## src/rtl/smrfl_pkg.sv

```systemverilog
package smrfl_pkg;

	localparam int PREFIX_BASE   = 5;
	localparam int MAX_FRAME_LEN = 512;
	localparam int HDR_DEPTH     = PREFIX_BASE + 7;
	localparam int CNT_W         = $clog2(MAX_FRAME_LEN + 1);
	localparam int HDR_IDX_W     = $clog2(HDR_DEPTH);

	localparam logic [7:0] TAG_RESP = 8'hBD;
	localparam logic [7:0] TAG_LONG = 8'h81;
	localparam logic [7:0] TAG_NODE = 8'hA1;
	localparam logic [7:0] TAG_DONE = 8'h82;
	localparam logic [7:0] TAG_DATA = 8'h80;

	typedef struct packed {
		logic [7:0] frame_byte;
		logic       end_of_frame;
	} in_beat_t;

	typedef struct packed {
		logic [9:0] frame_length;
		logic       length_overflow;
		logic [2:0] node_offset;
		logic [2:0] span_offset;
		logic [9:0] payload_length;
		logic [2:0] prefix_length;
		logic       relay_pending;
		logic       relay_complete;
		logic [3:0] command_offset;
		logic [7:0] command_length;
	} out_beat_t;

	// header bytes and count as seen after the current beat is taken in
	typedef struct packed {
		logic [HDR_DEPTH-1:0][7:0] hdr;
		logic [CNT_W-1:0]          len;
		logic                      ovf;
	} frame_view_t;

endpackage

```

## src/rtl/smrfl_capture.sv

```systemverilog
module smrfl_capture (
	input  logic                  clk,
	input  logic                  arst_n,
	input  logic                  commit,
	input  smrfl_pkg::in_beat_t   beat,
	output smrfl_pkg::frame_view_t view
);
	import smrfl_pkg::*;

	logic [HDR_DEPTH-1:0][7:0] hdr_q;
	logic [CNT_W-1:0]          cnt_q;
	logic                      ovf_q;
	logic                      at_max;

	assign at_max = (cnt_q == CNT_W'(MAX_FRAME_LEN));

	always_comb begin
		for (int i = 0; i < HDR_DEPTH; i++) begin
			view.hdr[i] = (cnt_q == CNT_W'(i)) ? beat.frame_byte : hdr_q[i];
		end
		view.len = at_max ? cnt_q : cnt_q + CNT_W'(1);
		view.ovf = ovf_q | at_max;
	end

	always_ff @(posedge clk or negedge arst_n) begin
		if (!arst_n) begin
			hdr_q <= '0;
			cnt_q <= '0;
			ovf_q <= 1'b0;
		end else if (commit) begin
			hdr_q <= view.hdr;
			// frame end: start the next frame from an empty count
			if (beat.end_of_frame) begin
				cnt_q <= '0;
				ovf_q <= 1'b0;
			end else begin
				cnt_q <= view.len;
				ovf_q <= view.ovf;
			end
		end
	end

endmodule

```

## src/rtl/smrfl_decode.sv

```systemverilog
module smrfl_decode (
	input  smrfl_pkg::frame_view_t view,
	output smrfl_pkg::out_beat_t   res
);
	import smrfl_pkg::*;

	localparam int AW = CNT_W + 1;

	logic [AW-1:0]        len;
	logic [1:0]           rn_counted, rn_exact, pf_cand, pf_exact;
	logic                 node_found, node_sel, pf_sel;
	logic [AW-1:0]        pofs, plen, pfx;
	logic [HDR_IDX_W-1:0] pi1, pi2, q0, q2, q4, q5;
	logic [7:0]           cmd_n;

	assign len = AW'(view.len);

	// candidate node positions at base and base+1
	always_comb begin
		int         o;
		logic       is_long;
		logic [7:0] nl;
		for (int k = 0; k < 2; k++) begin
			o       = PREFIX_BASE + k;
			is_long = (view.hdr[HDR_IDX_W'(o + 1)] == TAG_LONG);
			nl      = is_long ? view.hdr[HDR_IDX_W'(o + 2)] : view.hdr[HDR_IDX_W'(o + 1)];
			// a long-form mark with no length byte is not a match
			rn_counted[k] = (AW'(o + 1) < len) && (view.hdr[HDR_IDX_W'(o)] == TAG_RESP) &&
				(!is_long || (AW'(o + 2) < len));
			rn_exact[k] = rn_counted[k] &&
				((AW'(o + (is_long ? 5 : 4)) + AW'(nl)) == len);
			pf_cand[k] = (AW'(o + 1) < len) &&
				((view.hdr[HDR_IDX_W'(o)] == TAG_NODE) ||
				(view.hdr[HDR_IDX_W'(o)] == TAG_RESP));
			pf_exact[k] = pf_cand[k] &&
				((AW'(o + 4) + AW'(view.hdr[HDR_IDX_W'(o + 1)])) == len);
		end
	end

	// exact length match wins over a plain tag match
	always_comb begin
		node_found = 1'b1;
		node_sel   = 1'b0;
		if (rn_exact[0]) begin
			node_sel = 1'b0;
		end else if (rn_exact[1]) begin
			node_sel = 1'b1;
		end else if (rn_counted[0]) begin
			node_sel = 1'b0;
		end else if (rn_counted[1]) begin
			node_sel = 1'b1;
		end else begin
			node_found = 1'b0;
		end

		if (pf_exact[0]) begin
			pf_sel = 1'b0;
		end else if (pf_exact[1]) begin
			pf_sel = 1'b1;
		end else if (pf_cand[0]) begin
			pf_sel = 1'b0;
		end else if (pf_cand[1]) begin
			pf_sel = 1'b1;
		end else begin
			pf_sel = 1'b0;
		end
	end

	// payload span
	always_comb begin
		pofs = AW'(PREFIX_BASE) + AW'(node_sel);
		pi1  = HDR_IDX_W'(PREFIX_BASE + 1) + HDR_IDX_W'(node_sel);
		pi2  = HDR_IDX_W'(PREFIX_BASE + 2) + HDR_IDX_W'(node_sel);
		if (((pofs + AW'(2)) < len) && (view.hdr[pi1] == TAG_LONG)) begin
			plen = AW'(view.hdr[pi2]) + AW'(3);
		end else if ((pofs + AW'(1)) < len) begin
			plen = AW'(view.hdr[pi1]) + AW'(2);
		end else begin
			plen = '0;
		end
		if ((pofs + plen) > len) begin
			plen = (len > pofs) ? len - pofs : '0;
		end
	end

	// relay flags and embedded command
	always_comb begin
		pfx   = AW'(PREFIX_BASE) + AW'(pf_sel);
		q0    = HDR_IDX_W'(PREFIX_BASE) + HDR_IDX_W'(pf_sel);
		q2    = HDR_IDX_W'(PREFIX_BASE + 2) + HDR_IDX_W'(pf_sel);
		q4    = HDR_IDX_W'(PREFIX_BASE + 4) + HDR_IDX_W'(pf_sel);
		q5    = HDR_IDX_W'(PREFIX_BASE + 5) + HDR_IDX_W'(pf_sel);
		cmd_n = view.hdr[q5];

		res.frame_length    = 10'(view.len);
		res.length_overflow = view.ovf;
		res.node_offset     = node_found ? 3'(pofs) : 3'd0;
		res.span_offset     = 3'(pofs);
		res.payload_length  = 10'(plen);
		res.prefix_length   = 3'(pfx);
		res.relay_pending   = ((pfx + AW'(4)) < len) && (view.hdr[q0] == TAG_NODE) &&
			(view.hdr[q2] == TAG_NODE) && (view.hdr[q4] == TAG_DATA);
		res.relay_complete  = ((pfx + AW'(2)) < len) && (view.hdr[q0] == TAG_NODE) &&
			(view.hdr[q2] == TAG_DONE);
		if (((pfx + AW'(5)) < len) && ((pfx + AW'(6) + AW'(cmd_n)) <= len)) begin
			res.command_offset = 4'(pfx + AW'(6));
			res.command_length = cmd_n;
		end else begin
			res.command_offset = 4'd0;
			res.command_length = 8'd0;
		end
	end

endmodule

```

## src/rtl/secure_module_reply_frame_locator.sv

```systemverilog
// channel | dir | handshake                  | beat
// frame   | in  | frame_valid, frame_ready   | frame_beat: frame_byte, end_of_frame
// result  | out | result_valid, result_ready | result: one per frame, on the last byte
//
// one byte per cycle sustained, unless a last byte waits for room in the output
// register; a byte is held in the input register, then updates the header store and
// count; the last byte's result is loaded into the output register at that update.
// reset clears the count, overflow flag, header store and both valid flags.
// a waiting result stalls input only when another frame's last byte reaches it.
module secure_module_reply_frame_locator (
	input  logic                  clk,
	input  logic                  arst_n,
	input  logic                  frame_valid,
	output logic                  frame_ready,
	input  smrfl_pkg::in_beat_t   frame_beat,
	output logic                  result_valid,
	input  logic                  result_ready,
	output smrfl_pkg::out_beat_t  result
);
	import smrfl_pkg::*;

	logic        valid_s1;
	in_beat_t    beat_s1;
	logic        advance;
	logic        commit;
	frame_view_t view;
	out_beat_t   res_d;
	logic        result_valid_q;
	out_beat_t   result_q;

	// only a last byte needs room in the output register
	assign advance     = !valid_s1 || !beat_s1.end_of_frame || !result_valid_q || result_ready;
	assign frame_ready = advance;
	assign commit      = valid_s1 && advance;

	always_ff @(posedge clk or negedge arst_n) begin
		if (!arst_n) begin
			valid_s1 <= 1'b0;
		end else if (advance) begin
			valid_s1 <= frame_valid;
		end
	end

	always_ff @(posedge clk) begin
		if (advance && frame_valid) begin
			beat_s1 <= frame_beat;
		end
	end

	smrfl_capture u_capture (
		.clk    (clk),
		.arst_n (arst_n),
		.commit (commit),
		.beat   (beat_s1),
		.view   (view)
	);

	smrfl_decode u_decode (
		.view (view),
		.res  (res_d)
	);

	always_ff @(posedge clk or negedge arst_n) begin
		if (!arst_n) begin
			result_valid_q <= 1'b0;
		end else if (commit && beat_s1.end_of_frame) begin
			result_valid_q <= 1'b1;
		end else if (result_ready) begin
			result_valid_q <= 1'b0;
		end
	end

	always_ff @(posedge clk) begin
		if (commit && beat_s1.end_of_frame) begin
			result_q <= res_d;
		end
	end

	assign result_valid = result_valid_q;
	assign result       = result_q;

endmodule

```

## config.mk

```make
export PLATFORM = sky130hd
export DESIGN_NAME = secure_module_reply_frame_locator
export DESIGN_NICKNAME = d
export VERILOG_FILES = /design/src/rtl/smrfl_pkg.sv /design/src/rtl/smrfl_capture.sv /design/src/rtl/smrfl_decode.sv /design/src/rtl/secure_module_reply_frame_locator.sv
export SDC_FILE = /design/constraint.sdc
export NUM_CORES = 1
export LEC_CHECK = 0
export ABC_CLOCK_PERIOD_IN_PS = 18800
export BUFFER_PORTS_ARGS = -buffer_cell sky130_fd_sc_hd__buf_2
export CAP_MARGIN = 5
export CORE_ASPECT_RATIO = 0.8
export CORE_UTILIZATION = 55
export DETAILED_ROUTE_END_ITERATION = 16
export HOLD_SLACK_MARGIN = 0.05
export PLACE_DENSITY_LB_ADDON = 0.2
export REMOVE_ABC_BUFFERS = 1
export SETUP_SLACK_MARGIN = 0.05
export SYNTH_ARGS = -nofsm -noshare
export SYNTH_HDL_FRONTEND = slang
export SYNTH_HIERARCHICAL = 1
export SYNTH_SLANG_ARGS = --single-unit
```

## constraint.sdc

```tcl
create_clock -name clk -period 18.8 [get_ports clk]
set_clock_uncertainty 0.1 [all_clocks]
set_input_delay 0.94 -clock clk [delete_from_list [all_inputs] [get_ports clk]]
set_output_delay 0.94 -clock clk [all_outputs]
set_load 0.03 [all_outputs]
```

======== Yosys cells after proc, flatten, opt, wreduce, memory -nomap -nowiden ========
Index checks and enable logic that the tools add are counted.
Widths: inputs -> output; s select.
word-level totals
  register bits ........................... 162
  bits of input ports ..................... 13
  output and inout port bits .............. 46
  logic and storage cells ................. 181
cells by class
  $add $sub $neg .......................... 26
  order comparisons ....................... 17
  eq/ne operators ......................... 27
  multiplexer cells ....................... 48
  bitwise logic cells ..................... 1
  reductions and logical operators ........ 34
operators with widths
  operator               number
  $bmux 8 s4             6
  $mux 8                 20
  $eq 8x8->1 const B     11
  $lt 11x10->1           5
  $eq 11x10->1           4
  $eq 10x3->1 const B    4
  $eq 10x4->1 const B    4
  $mux 10                4
  $add 11x3->11 const B  3
  $add 11x8->11          3
  $lt 4x5->1 const B     6
  $add 3x1->4 const A    6
  $add 11x2->11 const B  2
  $add 4x11->11 const A  2
  $mux 11                2
  $eq 10x2->1 const B    2
  $logic_and 1x1->1      20
  $lt 3x10->1 const A    2
  $add 4x8->9 const A    2
  $add 8x2->9 const B    2
  $mux 1                 16
  $add 11x1->11 const B  1
  $add 4x11->11          1
  $gt 10x11->1           1
  other kinds (13)       24

======== Depth between registers and ports, before layout ========
Gate-level depths: netlist (run 1).
  word-level depth ........................ 19
  gate-level depth with buffers ........... 50
  gate-level depth less buffers ........... 44

======== Modules after synthesis ========
The synthesis (run 1) kept the hierarchy.
modules (own cells, without submodules)
  module                             instances  cells an instance  area an instance (sq um)  seq. area each (sq um)
  smrfl_capture                      1          438                5977.0                    2677.6
  smrfl_decode                       1          584                4030.1                    0.0
  secure_module_reply_frame_locator  1          63                 1712.9                    1641.6

======== Least setup slack after synthesis (run 1) ========
No wires, ideal clock.
  kind .................................... reg2reg
  start point ............................. register u_capture.cnt_q[0]
  end point ............................... register result_q (netlist bit result[17]) (data pin)
  arrival ................................. 9.512 ns
  path slack .............................. 8.928 ns
  stages on the path, launching flop included .. 48
  path buffers ............................ 3
  period minus slack after synthesis ...... 9.872 ns
  cell sequence ........................... dfrtp_1 -> inv_1 -> ha_1 -> nor3b_2 -> nand3_4 -> mux2_1 -> inv_1 -> ha_1 -> or4b_4 -> nor3_1 -> a21oi_1 -> ha_1 -> a41oi_1 -> xnor2_1 -> or4_1 -> nand3_1 -> and4_4 -> nor2_4 -> (+12 left out) -> a21oi_1 -> a32o_1 -> ha_1 -> fa_1 -> ha_1 -> nor2b_1 -> o21a_1 -> o21a_1 -> o21a_1 -> o21a_1 -> o21a_1 -> o21ai_0 -> nand2b_1 -> a21oi_1 -> nor2b_1 -> o32a_1 -> clkbuf_1 -> mux2_2
RTL lines
  element                 RTL line                                 RTL
  start, declared         smrfl_capture.sv:11                      logic [CNT_W-1:0] cnt_q;
  start signal, assigned  smrfl_capture.sv:37                      cnt_q <= view.len;
  end signal, assigned    secure_module_reply_frame_locator.sv:75  result_q <= res_d;
  end, declared           secure_module_reply_frame_locator.sv:29  out_beat_t result_q;

==> reports/results.md, run 1 <==
## Status
• run status: completed

## Die
• num rows: 43
• die height: 120.7 µm
• width of the die: 150.4 µm
• Die Footprint: 18150 µm²
• number of top-level design ports: 59
• area inside the core boundary: 17270 µm²
• Initial Util: 56.10%

## STA
• shortest period the worst path allows: 11.60 ns
• Final Max Slew Viols: 0
• Relative slew margins: 27.82%
• fraction of the cycle the final worst path needs: 61.69%
• setup tns final: 0 ns
• slew at the pin closest to its max-slew limit: 1.081 ns
• Final Setup Violations: 0
• setup repair after global routing missed its margin: no
• max frequency: 86.23 MHz
• number of hold violations in the final report: 0

## Finish
• net count of the finished layout: 1032
• filler cell count in the final layout: 1431
• post-layout utilization of the core: 61.27%
• final instance count without filler cells: 1210
• layout overhead on the synthesized area: 9.221%
• diode insertion count for antenna repair: 0
• share of post-route cells with drive strength above 1: 17.77%

## Logic synthesis
• total standard cell area after synthesis: 9688 µm²
• Yosys warning total: 6
• count of mapped cells out of synthesis: 955
• mean instance size in the synthesized netlist: 10.14 µm²

## Setup path
• slowest stage cell, crit path: sky130_fd_sc_hd__nor2b_1
• worst path buffer plus inverter count: 2
• origin of the critical flop-to-flop path: u_capture/cnt_q[2]
• most used cell, CP: sky130_fd_sc_hd__o21a_1
• cell type group with the largest total delay on the critical path: simple AND/OR/NAND/NOR gates
• Critical Path Fanout Max: 22
• WP data required: 18.87 ns
• sort of element at the start of the critical path: register
• stage delay of the slowest cell on the critical path: 0.90 ns
• crit path capture type: register
• data arrival time of the critical path: 11.66 ns
• Setup Crit Path Kind: register to register
• source of the critical timing path: u_capture/cnt_q[2]

## Detailed routing
• DR pass1 iterations: 5
• Total Routed Length: 26140 µm
• DRT antenna net count: 0
• violation count after the first detailed-route iteration: 727
• via count of the routed design: 7602
• Wirelength per Cell: 21.61 µm
• number of DRC violations after detailed routing: 0
• via density per instance: 6.283

## Clocking
• clock sink count: 122
• source-to-sink clock delay at the later pin of the worst-skew pair: 0.43 ns
• H-tree depth: 4
• # Post-CTS Setup Buffers: 0
• CTS-repair resized insts: 0
• clock buffer count from CTS: 17
• largest buffer count on any clock path: 2
• Hold Buf Count CTS: 0
• clock transition at the register clock pins on the worst setup and hold paths after CTS: 0.06 ns
• clock tree from TritonCTS: done
• Clk Tree Root Cell: sky130_fd_sc_hd__clkbuf_16

## Global route
• number of global-route vias before repair: 7255
• antenna violations before repair: 0
• total congestion overflow: 0
• largest net degree at the start of global routing: 70
• wire length of the first global-routing pass: 41320 µm
• Overall Global Routing Usage: 30.31%

## Hold path
• worst hold path type: register to register
• worst min-delay path startpoint: u_capture/hdr_q[93]

## Place
• Routability Congestion: 0.9738
• number of input and output port buffers inserted: 58
• number of placed cells counting well taps: 1177
• DP HPWL: 18250 µm

## Pwr
• total power per unit cell area: 93.23 nW/µm²
• maximum resistive drop on vdd: 67.84 µV
• leakage: 4.483 nW
• sum of internal, switching and leakage power: 0.9865 mW

## Job
• max capacitance violation total: 0

per-stage QoR:
stage / worst slack [ns] / area [µm²] / hold slack (ns)
floorplan: 7.150 / 9250 / 0.3585
global placement: 7.667 / 9985 / 0.3676
detailed placement: 7.497 / 9985 / 0.3752
CTS: 7.441 / 10580 / 0.3879
global route: 6.589 / 10580 / 0.3977
finish: 7.203 / 10580 / 0.3855
worst register-to-register path, delay by kind of cell, from the launching register on:
family | cells | cell delay, ns
compound gates | 16 | 3.19
xor+xnor | 1 | 0.16
fa+ha+maj | 6 | 1.77
buf+inv | 2 | 0.26
flops | 1 | 0.51
mux | 3 | 1.23
simple gates | 15 | 4.16
final cells by class:
cell class                      count  area (µm²)  share of cell area [%]
Tap cell                          225       281.5                   2.661
Sequential cell                   122        3318                   31.36
Inverter                           35       136.4                   1.289
Clock buffer                       18       429.2                   4.056
Timing Repair Buffer               78       437.9                   4.139
Multi-Input combinational cell    718        5816                   54.96
Clock inverter                     14       162.7                   1.537
cell usage in the layout (no fill, tap or decap), drive strengths merged, types with 7 or more instances in the layout:
cell,count
a21o,7
mux2,118
nor4,10
nand2,43
a31oi,9
o211ai,9
nor2,60
a21oi,36
nand2b,16
nand4,12
or4,7
o21ai,34
o21a,16
nor4b,7
o31ai,8
ha,45
xor2,19
clkbuf,19
inv,39
nand3,44
or3,7
nor3,24
xnor2,58
nor2b,17
and3,9
mux2i,16
dfrtp,69
nor3b,10
edfxtp,53
buf,77
registers in the layout, indices dropped and copies added (netlist names):
name	cells
u_capture/hdr_q	56
u_capture/cnt_q	10
valid_s1	1
result_valid	1
beat_s1	9
result	44
u_capture/ovf_q	1
worst paths after layout:
path | slack [ns] | endpoint | cells after the start
max in group asynchronous | 17.39 | u_capture/hdr_q[42] | 2
min | 0.39 | u_capture/hdr_q[93] | 1
max reg2reg | 7.20 | result[21] | 43
min in group asynchronous | 0.64 | u_capture/cnt_q[5] | 2
max | 7.20 | result[21] | 43
min reg2reg | 0.39 | u_capture/hdr_q[93] | 1
where the power goes:
group | switching (mW) | total [mW] | internal [mW] | leakage (nW)
Clock | 0.132 | 0.330 | 0.198 | 0.281
Sequential | 0.0157 | 0.321 | 0.306 | 1.45
Combinational | 0.211 | 0.335 | 0.124 | 2.75
Total | 0.358 | 0.986 | 0.628 | 4.48
per-layer routing:
| metal | up-vias | global-route usage (%) | wire length [µm] |
|---|---|---|---|
| li1 | 3533 | - | - |
| met1 | 3681 | 43.20 | 12170 |
| met2 | 336 | 45.39 | 11350 |
| met3 | 52 | 7.057 | 2037 |
| met4 | 0 | 9.091 | 587 |
| met5 | - | 0 | 0 |
No activity file was read; power rests on OpenSTA's default activity.
==> inputs of run 2 (changes only) <==
--- a/config.mk
+++ b/config.mk
@@ -5,7 +5,7 @@
 export SDC_FILE = /design/constraint.sdc
 export NUM_CORES = 1
 export LEC_CHECK = 0
-export ABC_CLOCK_PERIOD_IN_PS = 18800
+export ABC_CLOCK_PERIOD_IN_PS = 11900
 export BUFFER_PORTS_ARGS = -buffer_cell sky130_fd_sc_hd__buf_2
 export CAP_MARGIN = 5
 export CORE_ASPECT_RATIO = 0.8
==> constraint.sdc (replaced) <==
create_clock -name clk -period 11.9 [get_ports clk]
set_clock_uncertainty 0.1 [all_clocks]
set_input_delay 0.595 -clock clk [delete_from_list [all_inputs] [get_ports clk]]
set_output_delay 0.595 -clock clk [all_outputs]
set_load 0.03 [all_outputs]
==> reports/results.md, run 2 (synthesis gave the netlist of run 1 again) <==
## Detailed routing
• violation count after the first detailed-route iteration: 717, was 727
• Wirelength per Cell: 21.25 µm, was 21.61 µm
• via count of the routed design: 7577, was 7602
• via density per instance: 6.257, was 6.283
• DR pass1 iterations: 5, unchanged
• DRT antenna net count: 0, unchanged
• number of DRC violations after detailed routing: 0, unchanged
• Total Routed Length: 25730 µm, was 26140 µm

## STA
• worst slack on hold paths: 0.2407 ns, was 0.3855 ns
• fraction of the cycle the final worst path needs: 91.86%, was 61.69%
• Worst Setup Slack, final: 0.9688 ns, was 7.203 ns
• slew at the pin closest to its max-slew limit: 0.9347 ns, was 1.081 ns
• setup repair after global routing missed its margin: no, unchanged
• Relative slew margins: 37.11%, was 27.82%
• Final Setup Violations: 0, unchanged
• max frequency: 91.48 MHz, was 86.23 MHz
• number of hold violations in the final report: 0, unchanged
• Final Max Slew Viols: 0, unchanged
• shortest period the worst path allows: 10.93 ns, was 11.60 ns
• setup tns final: 0 ns, unchanged

## Clocking
• CTS-repair resized insts: 0, unchanged
• clock transition at the register clock pins on the worst setup and hold paths after CTS: 0.06 ns, about the same
• largest buffer count on any clock path: 2, unchanged
• source-to-sink clock delay at the later pin of the worst-skew pair: 0.43 ns, about the same
• clock tree from TritonCTS: done, unchanged
• clock buffer count from CTS: 17, unchanged
• Clk Tree Root Cell: sky130_fd_sc_hd__clkbuf_16, unchanged
• Hold Buf Count CTS: 0, unchanged
• clock sink count: 122, unchanged
• H-tree depth: 4, unchanged
• # Post-CTS Setup Buffers: 0, unchanged

## Setup path
• sort of element at the start of the critical path: register, unchanged
• WP data required: 11.97 ns, was 18.87 ns
• Critical Path Fanout Max: 22, unchanged
• crit path capture type: register, unchanged
• r2r worst-path depth: 44, was 43
• data arrival time of the critical path: 11.00 ns, was 11.66 ns
• most used cell, CP: sky130_fd_sc_hd__o21a_1, unchanged
• stage delay of the slowest cell on the critical path: 0.54 ns, was 0.90 ns
• slowest stage cell, crit path: sky130_fd_sc_hd__or4b_4, was sky130_fd_sc_hd__nor2b_1
• Setup Crit Path Kind: register to register, unchanged

## Hold path
• worst hold path type: input port to register, was register to register
• Hold Path Stages: 1, unchanged

## Finish
• layout overhead on the synthesized area: 9.221%, unchanged
• register containing the most flip-flops in the final layout: u_capture/hdr_q, unchanged
• most frequent cells in the layout: sky130_fd_sc_hd__mux2_1 (100), sky130_fd_sc_hd__dfrtp_1 (69), sky130_fd_sc_hd__buf_2 (59), was sky130_fd_sc_hd__mux2_1 (100), sky130_fd_sc_hd__dfrtp_1 (69), sky130_fd_sc_hd__buf_2 (58), sky130_fd_sc_hd__xnor2_1 (58), sky130_fd_sc_hd__nor2_1 (58)
• max FFs per register: 56, unchanged
• final instance count without filler cells: 1211, was 1210
• share of post-route cells with drive strength above 1: 17.85%, was 17.77%
• diode insertion count for antenna repair: 0, unchanged
• most frequent standard cell in the layout excluding fill and tap cells: sky130_fd_sc_hd__mux2_1, unchanged
• net count of the finished layout: 1033, was 1032

## Pwr
• sequential group share of total power: 32.8%, was 32.6%
• maximum resistive drop on vdd: 108.4 µV, was 67.84 µV
• switching fraction of total power: 36.06%, was 36.33%
• total power per unit cell area: 146.7 nW/µm², was 93.23 nW/µm²
• part of the power in combinational logic: 34.0%, about the same
• Psw: 0.5596 mW, was 0.3583 mW
• Internal Dissipation: 0.9925 mW, was 0.6281 mW
• leakage: 4.486 nW, was 4.483 nW
• part of the power in the clock network: 33.2%, was 33.4%

## Die
• num rows: 43, unchanged
• die height: 120.7 µm, unchanged
• Initial Util: 56.10%, unchanged
• Die Footprint: 18150 µm², unchanged
• area inside the core boundary: 17270 µm², unchanged
• width of the die: 150.4 µm, unchanged
• number of top-level design ports: 59, unchanged

## Global route
• largest net degree at the start of global routing: 70, unchanged
• total congestion overflow: 0, unchanged
• antenna violations before repair: 0, unchanged
• wire length of the first global-routing pass: 41170 µm, was 41320 µm
• Overall Global Routing Usage: 30.09%, was 30.31%
• number of global-route vias before repair: 7453, was 7255

## Place
• number of input and output port buffers inserted: 58, unchanged
• pre-CTS WS: 1.226 ns, was 7.497 ns
• DP HPWL: 18240 µm, was 18250 µm
• number of placed cells counting well taps: 1178, was 1177
• Routability Congestion: 0.9434, was 0.9738

## Status
• run status: completed, unchanged

## Job
• max capacitance violation total: 0, unchanged

[run 2: path summary, 6_finish.rpt]
kind / startpoint / end / slack (ns)
worst max-delay path: u_capture/cnt_q[0] / result[22] / 0.97
max in group asynchronous: arst_n / u_capture/hdr_q[40] / 10.83
worst min register to register: u_capture/hdr_q[40] / u_capture/hdr_q[40] / 0.39
worst max register to register: u_capture/cnt_q[0] / result[22] / 0.97
min in group asynchronous: arst_n / u_capture/cnt_q[5] / 0.27
worst min-delay path: frame_beat[1] / beat_s1[1] / 0.24
[run 2: metrics by stage]
stage | total power, mW | area, µm² | util [%]
3_5_place_dp | 1.028 | 9992 | 57.86
6_report | 1.552 | 10580 | 61.27
3_3_place_gp | 1.023 | 9992 | 57.86
2_1_floorplan | 0.8829 | 9250 | -
5_1_grt | 1.621 | 10580 | 61.27
4_1_cts | 1.546 | 10580 | 61.24
[run 2: layout make-up]
| type | count | area [µm²] |
|---|---|---|
| clock buffers | 18 | 439.2 |
| clock inverters | 14 | 145.1 |
| fillers | 1460 | 6689 |
| inverters | 35 | 136.4 |
| multi-input cells | 718 | 5816 |
| flip-flops and latches | 122 | 3318 |
| well taps | 225 | 281.5 |
| repair buffers | 79 | 445.4 |
[run 2: worst max-delay path, delay by kind of cell, from the launching register on]
kind | cells | cell delay [ns]
AO/OA/AOI/OAI | 16 | 3.28
buffers and inverters | 3 | 0.53
XOR/XNOR | 1 | 0.16
flip-flops | 1 | 0.46
adder cells (fa/ha/maj) | 7 | 2.09
multiplexers | 2 | 0.88
AND/OR/NAND/NOR | 15 | 3.15
[run 2: routing by layer]
metal	up-vias	GRT usage [%]	routed length, µm
met5	-	0	0
met1	3635	42.43	11620
met3	46	8.189	2480
met4	0	9.470	545
met2	372	44.53	11080
li1	3524	-	-
[run 2: power by group through the flow]
stage | combinational, mW | sequential (mW) | clock [mW]
global placement | 0.508 | 0.515 | 0
finish | 0.527 | 0.509 | 0.515
global route | 0.569 | 0.514 | 0.537
detailed placement | 0.510 | 0.517 | 0
CTS | 0.513 | 0.509 | 0.524
floorplan | 0.351 | 0.532 | 0
==> inputs of run 3 (changes only) <==
--- a/config.mk
+++ b/config.mk
@@ -12,6 +12,7 @@
 export CORE_UTILIZATION = 55
 export DETAILED_ROUTE_END_ITERATION = 16
 export HOLD_SLACK_MARGIN = 0.05
+export MAX_ROUTING_LAYER = met4
 export PLACE_DENSITY_LB_ADDON = 0.2
 export REMOVE_ABC_BUFFERS = 1
 export SETUP_SLACK_MARGIN = 0.05
==> reports/results.md, run 3 (synthesis gave the netlist of run 1 again) <==
## Detailed routing
• Wirelength per Cell: 21.50 µm, was 21.25 µm
• DRT antenna net count: 0, unchanged
• wl on met1: 12160 µm, was 11620 µm
• via density per instance: 6.256, was 6.257
• wire length on met3: 2142 µm, was 2480 µm
• DR pass1 iterations: 6, was 5
• met2 WL: 11510 µm, was 11080 µm
• violation count after the first detailed-route iteration: 756, was 717
• via count of the routed design: 7576, was 7577
• number of DRC violations after detailed routing: 0, unchanged
• Total Routed Length: 26040 µm, was 25730 µm
• top routing layer in use: met4, unchanged

## Clocking
• clock sink count: 122, unchanged
• H-tree depth: 4, unchanged
• clock buffer count from CTS: 17, unchanged
• clock tree from TritonCTS: done, unchanged
• Hold Buf Count CTS: 0, unchanged
• largest buffer count on any clock path: 2, unchanged
• source-to-sink clock delay at the later pin of the worst-skew pair: 0.42 ns, was 0.43 ns
• Clk Tree Root Cell: sky130_fd_sc_hd__clkbuf_16, unchanged
• clock transition at the register clock pins on the worst setup and hold paths after CTS: 0.06 ns, about the same
• # Post-CTS Setup Buffers: 0, unchanged
• CTS-repair resized insts: 0, unchanged

## Setup path
• origin of the critical flop-to-flop path: u_capture/cnt_q[0], unchanged
• sort of element at the start of the critical path: register, unchanged
• slowest stage cell, crit path: sky130_fd_sc_hd__mux2_1, was sky130_fd_sc_hd__or4b_4
• WP data required: 11.97 ns, about the same
• r2r worst-path depth: 44, unchanged
• path length in cells of the critical path: 44, unchanged
• cell type group with the largest total delay on the critical path: simple AND/OR/NAND/NOR gates, was compound AO/OA/AOI/OAI gates
• crit path capture type: register, unchanged
• stage delay of the slowest cell on the critical path: 0.63 ns, was 0.54 ns
• Critical Path Fanout Max: 22, unchanged
• most used cell, CP: sky130_fd_sc_hd__o21a_1, unchanged
• worst path buffer plus inverter count: 2, was 3
• Setup Crit Path Kind: register to register, unchanged
• source of the critical timing path: u_capture/cnt_q[0], unchanged
• data arrival time of the critical path: 11.01 ns, was 11.00 ns
• minimum setup slack among reg-to-reg paths: 0.96 ns, was 0.97 ns

## STA
• Final Setup Violations: 0, unchanged
• setup tns final: 0 ns, unchanged
• Relative slew margins: 30.80%, was 37.11%
• fraction of the cycle the final worst path needs: 91.91%, was 91.86%
• setup repair after global routing missed its margin: no, unchanged
• shortest period the worst path allows: 10.94 ns, was 10.93 ns
• slew at the pin closest to its max-slew limit: 1.029 ns, was 0.9347 ns
• max frequency: 91.43 MHz, was 91.48 MHz
• Final Max Slew Viols: 0, unchanged
• number of hold violations in the final report: 0, unchanged

## Finish
• post-layout utilization of the core: 61.41%, was 61.27%
• diode insertion count for antenna repair: 0, unchanged
• most frequent cells in the layout: sky130_fd_sc_hd__mux2_1 (100), sky130_fd_sc_hd__dfrtp_1 (69), sky130_fd_sc_hd__buf_2 (59), unchanged
• share of post-route cells with drive strength above 1: 17.85%, unchanged
• most frequent standard cell in the layout excluding fill and tap cells: sky130_fd_sc_hd__mux2_1, unchanged
• layout overhead on the synthesized area: 9.479%, was 9.221%
• register containing the most flip-flops in the final layout: u_capture/hdr_q, unchanged
• net count of the finished layout: 1033, unchanged
• max FFs per register: 56, unchanged

## Die
• area inside the core boundary: 17270 µm², unchanged
• num rows: 43, unchanged
• Initial Util: 56.10%, unchanged
• die height: 120.7 µm, unchanged
• width of the die: 150.4 µm, unchanged
• Die Footprint: 18150 µm², unchanged
• number of top-level design ports: 59, unchanged

## Status
• run status: completed, unchanged

## Place
• DP HPWL: 18400 µm, was 18240 µm
• number of input and output port buffers inserted: 58, unchanged
• Routability Congestion: 0.9585, was 0.9434

## Hold path
• worst hold path type: input port to register, unchanged
• Hold Path Stages: 1, unchanged
• worst min-delay path startpoint: frame_beat[1], unchanged

## Global route
• largest net degree at the start of global routing: 70, unchanged
• number of global-route vias before repair: 7199, was 7453
• total congestion overflow: 0, unchanged
• wire length of the first global-routing pass: 41250 µm, was 41170 µm
• Overall Global Routing Usage: 31.22%, was 30.09%
• antenna violations before repair: 0, unchanged

## Job
• max capacitance violation total: 0, unchanged

## Pwr
• leakage: 4.508 nW, was 4.486 nW
• total power per unit cell area: 148.5 nW/µm², was 146.7 nW/µm²
• sum of internal, switching and leakage power: 1.575 mW, was 1.552 mW
• maximum resistive drop on vdd: 115.2 µV, was 108.4 µV

[run 3: per-layer routing]
| metal | vias up | GRT usage (%) |
|---|---|---|
| li1 | 3529 | - |
| met1 | 3698 | 44.60 |
| met2 | 330 | 44.82 |
| met3 | 19 | 7.623 |
| met4 | 0 | 6.124 |
| met5 | - | - |
[run 3: cell type report]
type / count / area (µm²)
clock buffer: 19 / 475.5
multi-input combinational: 718 / 5816
timing repair buffer: 79 / 445.4
inverter: 35 / 136.4
clock inverter: 13 / 133.9
fill: 1441 / 6664
tap: 225 / 281.5
sequential: 122 / 3318
[run 3: per-stage QoR]
step,setup WS [ns],cell area [µm²],instances,hold slack (ns)
final,0.9621,10610,1211,0.2467
after global placement,1.480,9992,1178,0.3687
after global routing,0.4237,10610,1211,0.2212
after floorplan,0.2498,9250,875,0.1994
after CTS,1.174,10600,1210,0.2322
after detailed placement,1.233,9992,1178,0.3766
[run 3: final timing paths]
| kind | to |
|---|---|
| hold / removal | beat_s1[1] |
| hold reg to reg | u_capture/hdr_q[67] |
| setup / recovery | result[21] |
| min in group asynchronous | u_capture/cnt_q[5] |
| max in group asynchronous | u_capture/hdr_q[88] |
| setup reg to reg | result[21] |
[run 3: power by group]
group / switching [mW] / internal [mW]
registers: 0.0264 / 0.483
clock network: 0.200 / 0.334
logic: 0.335 / 0.197
total: 0.562 / 1.01
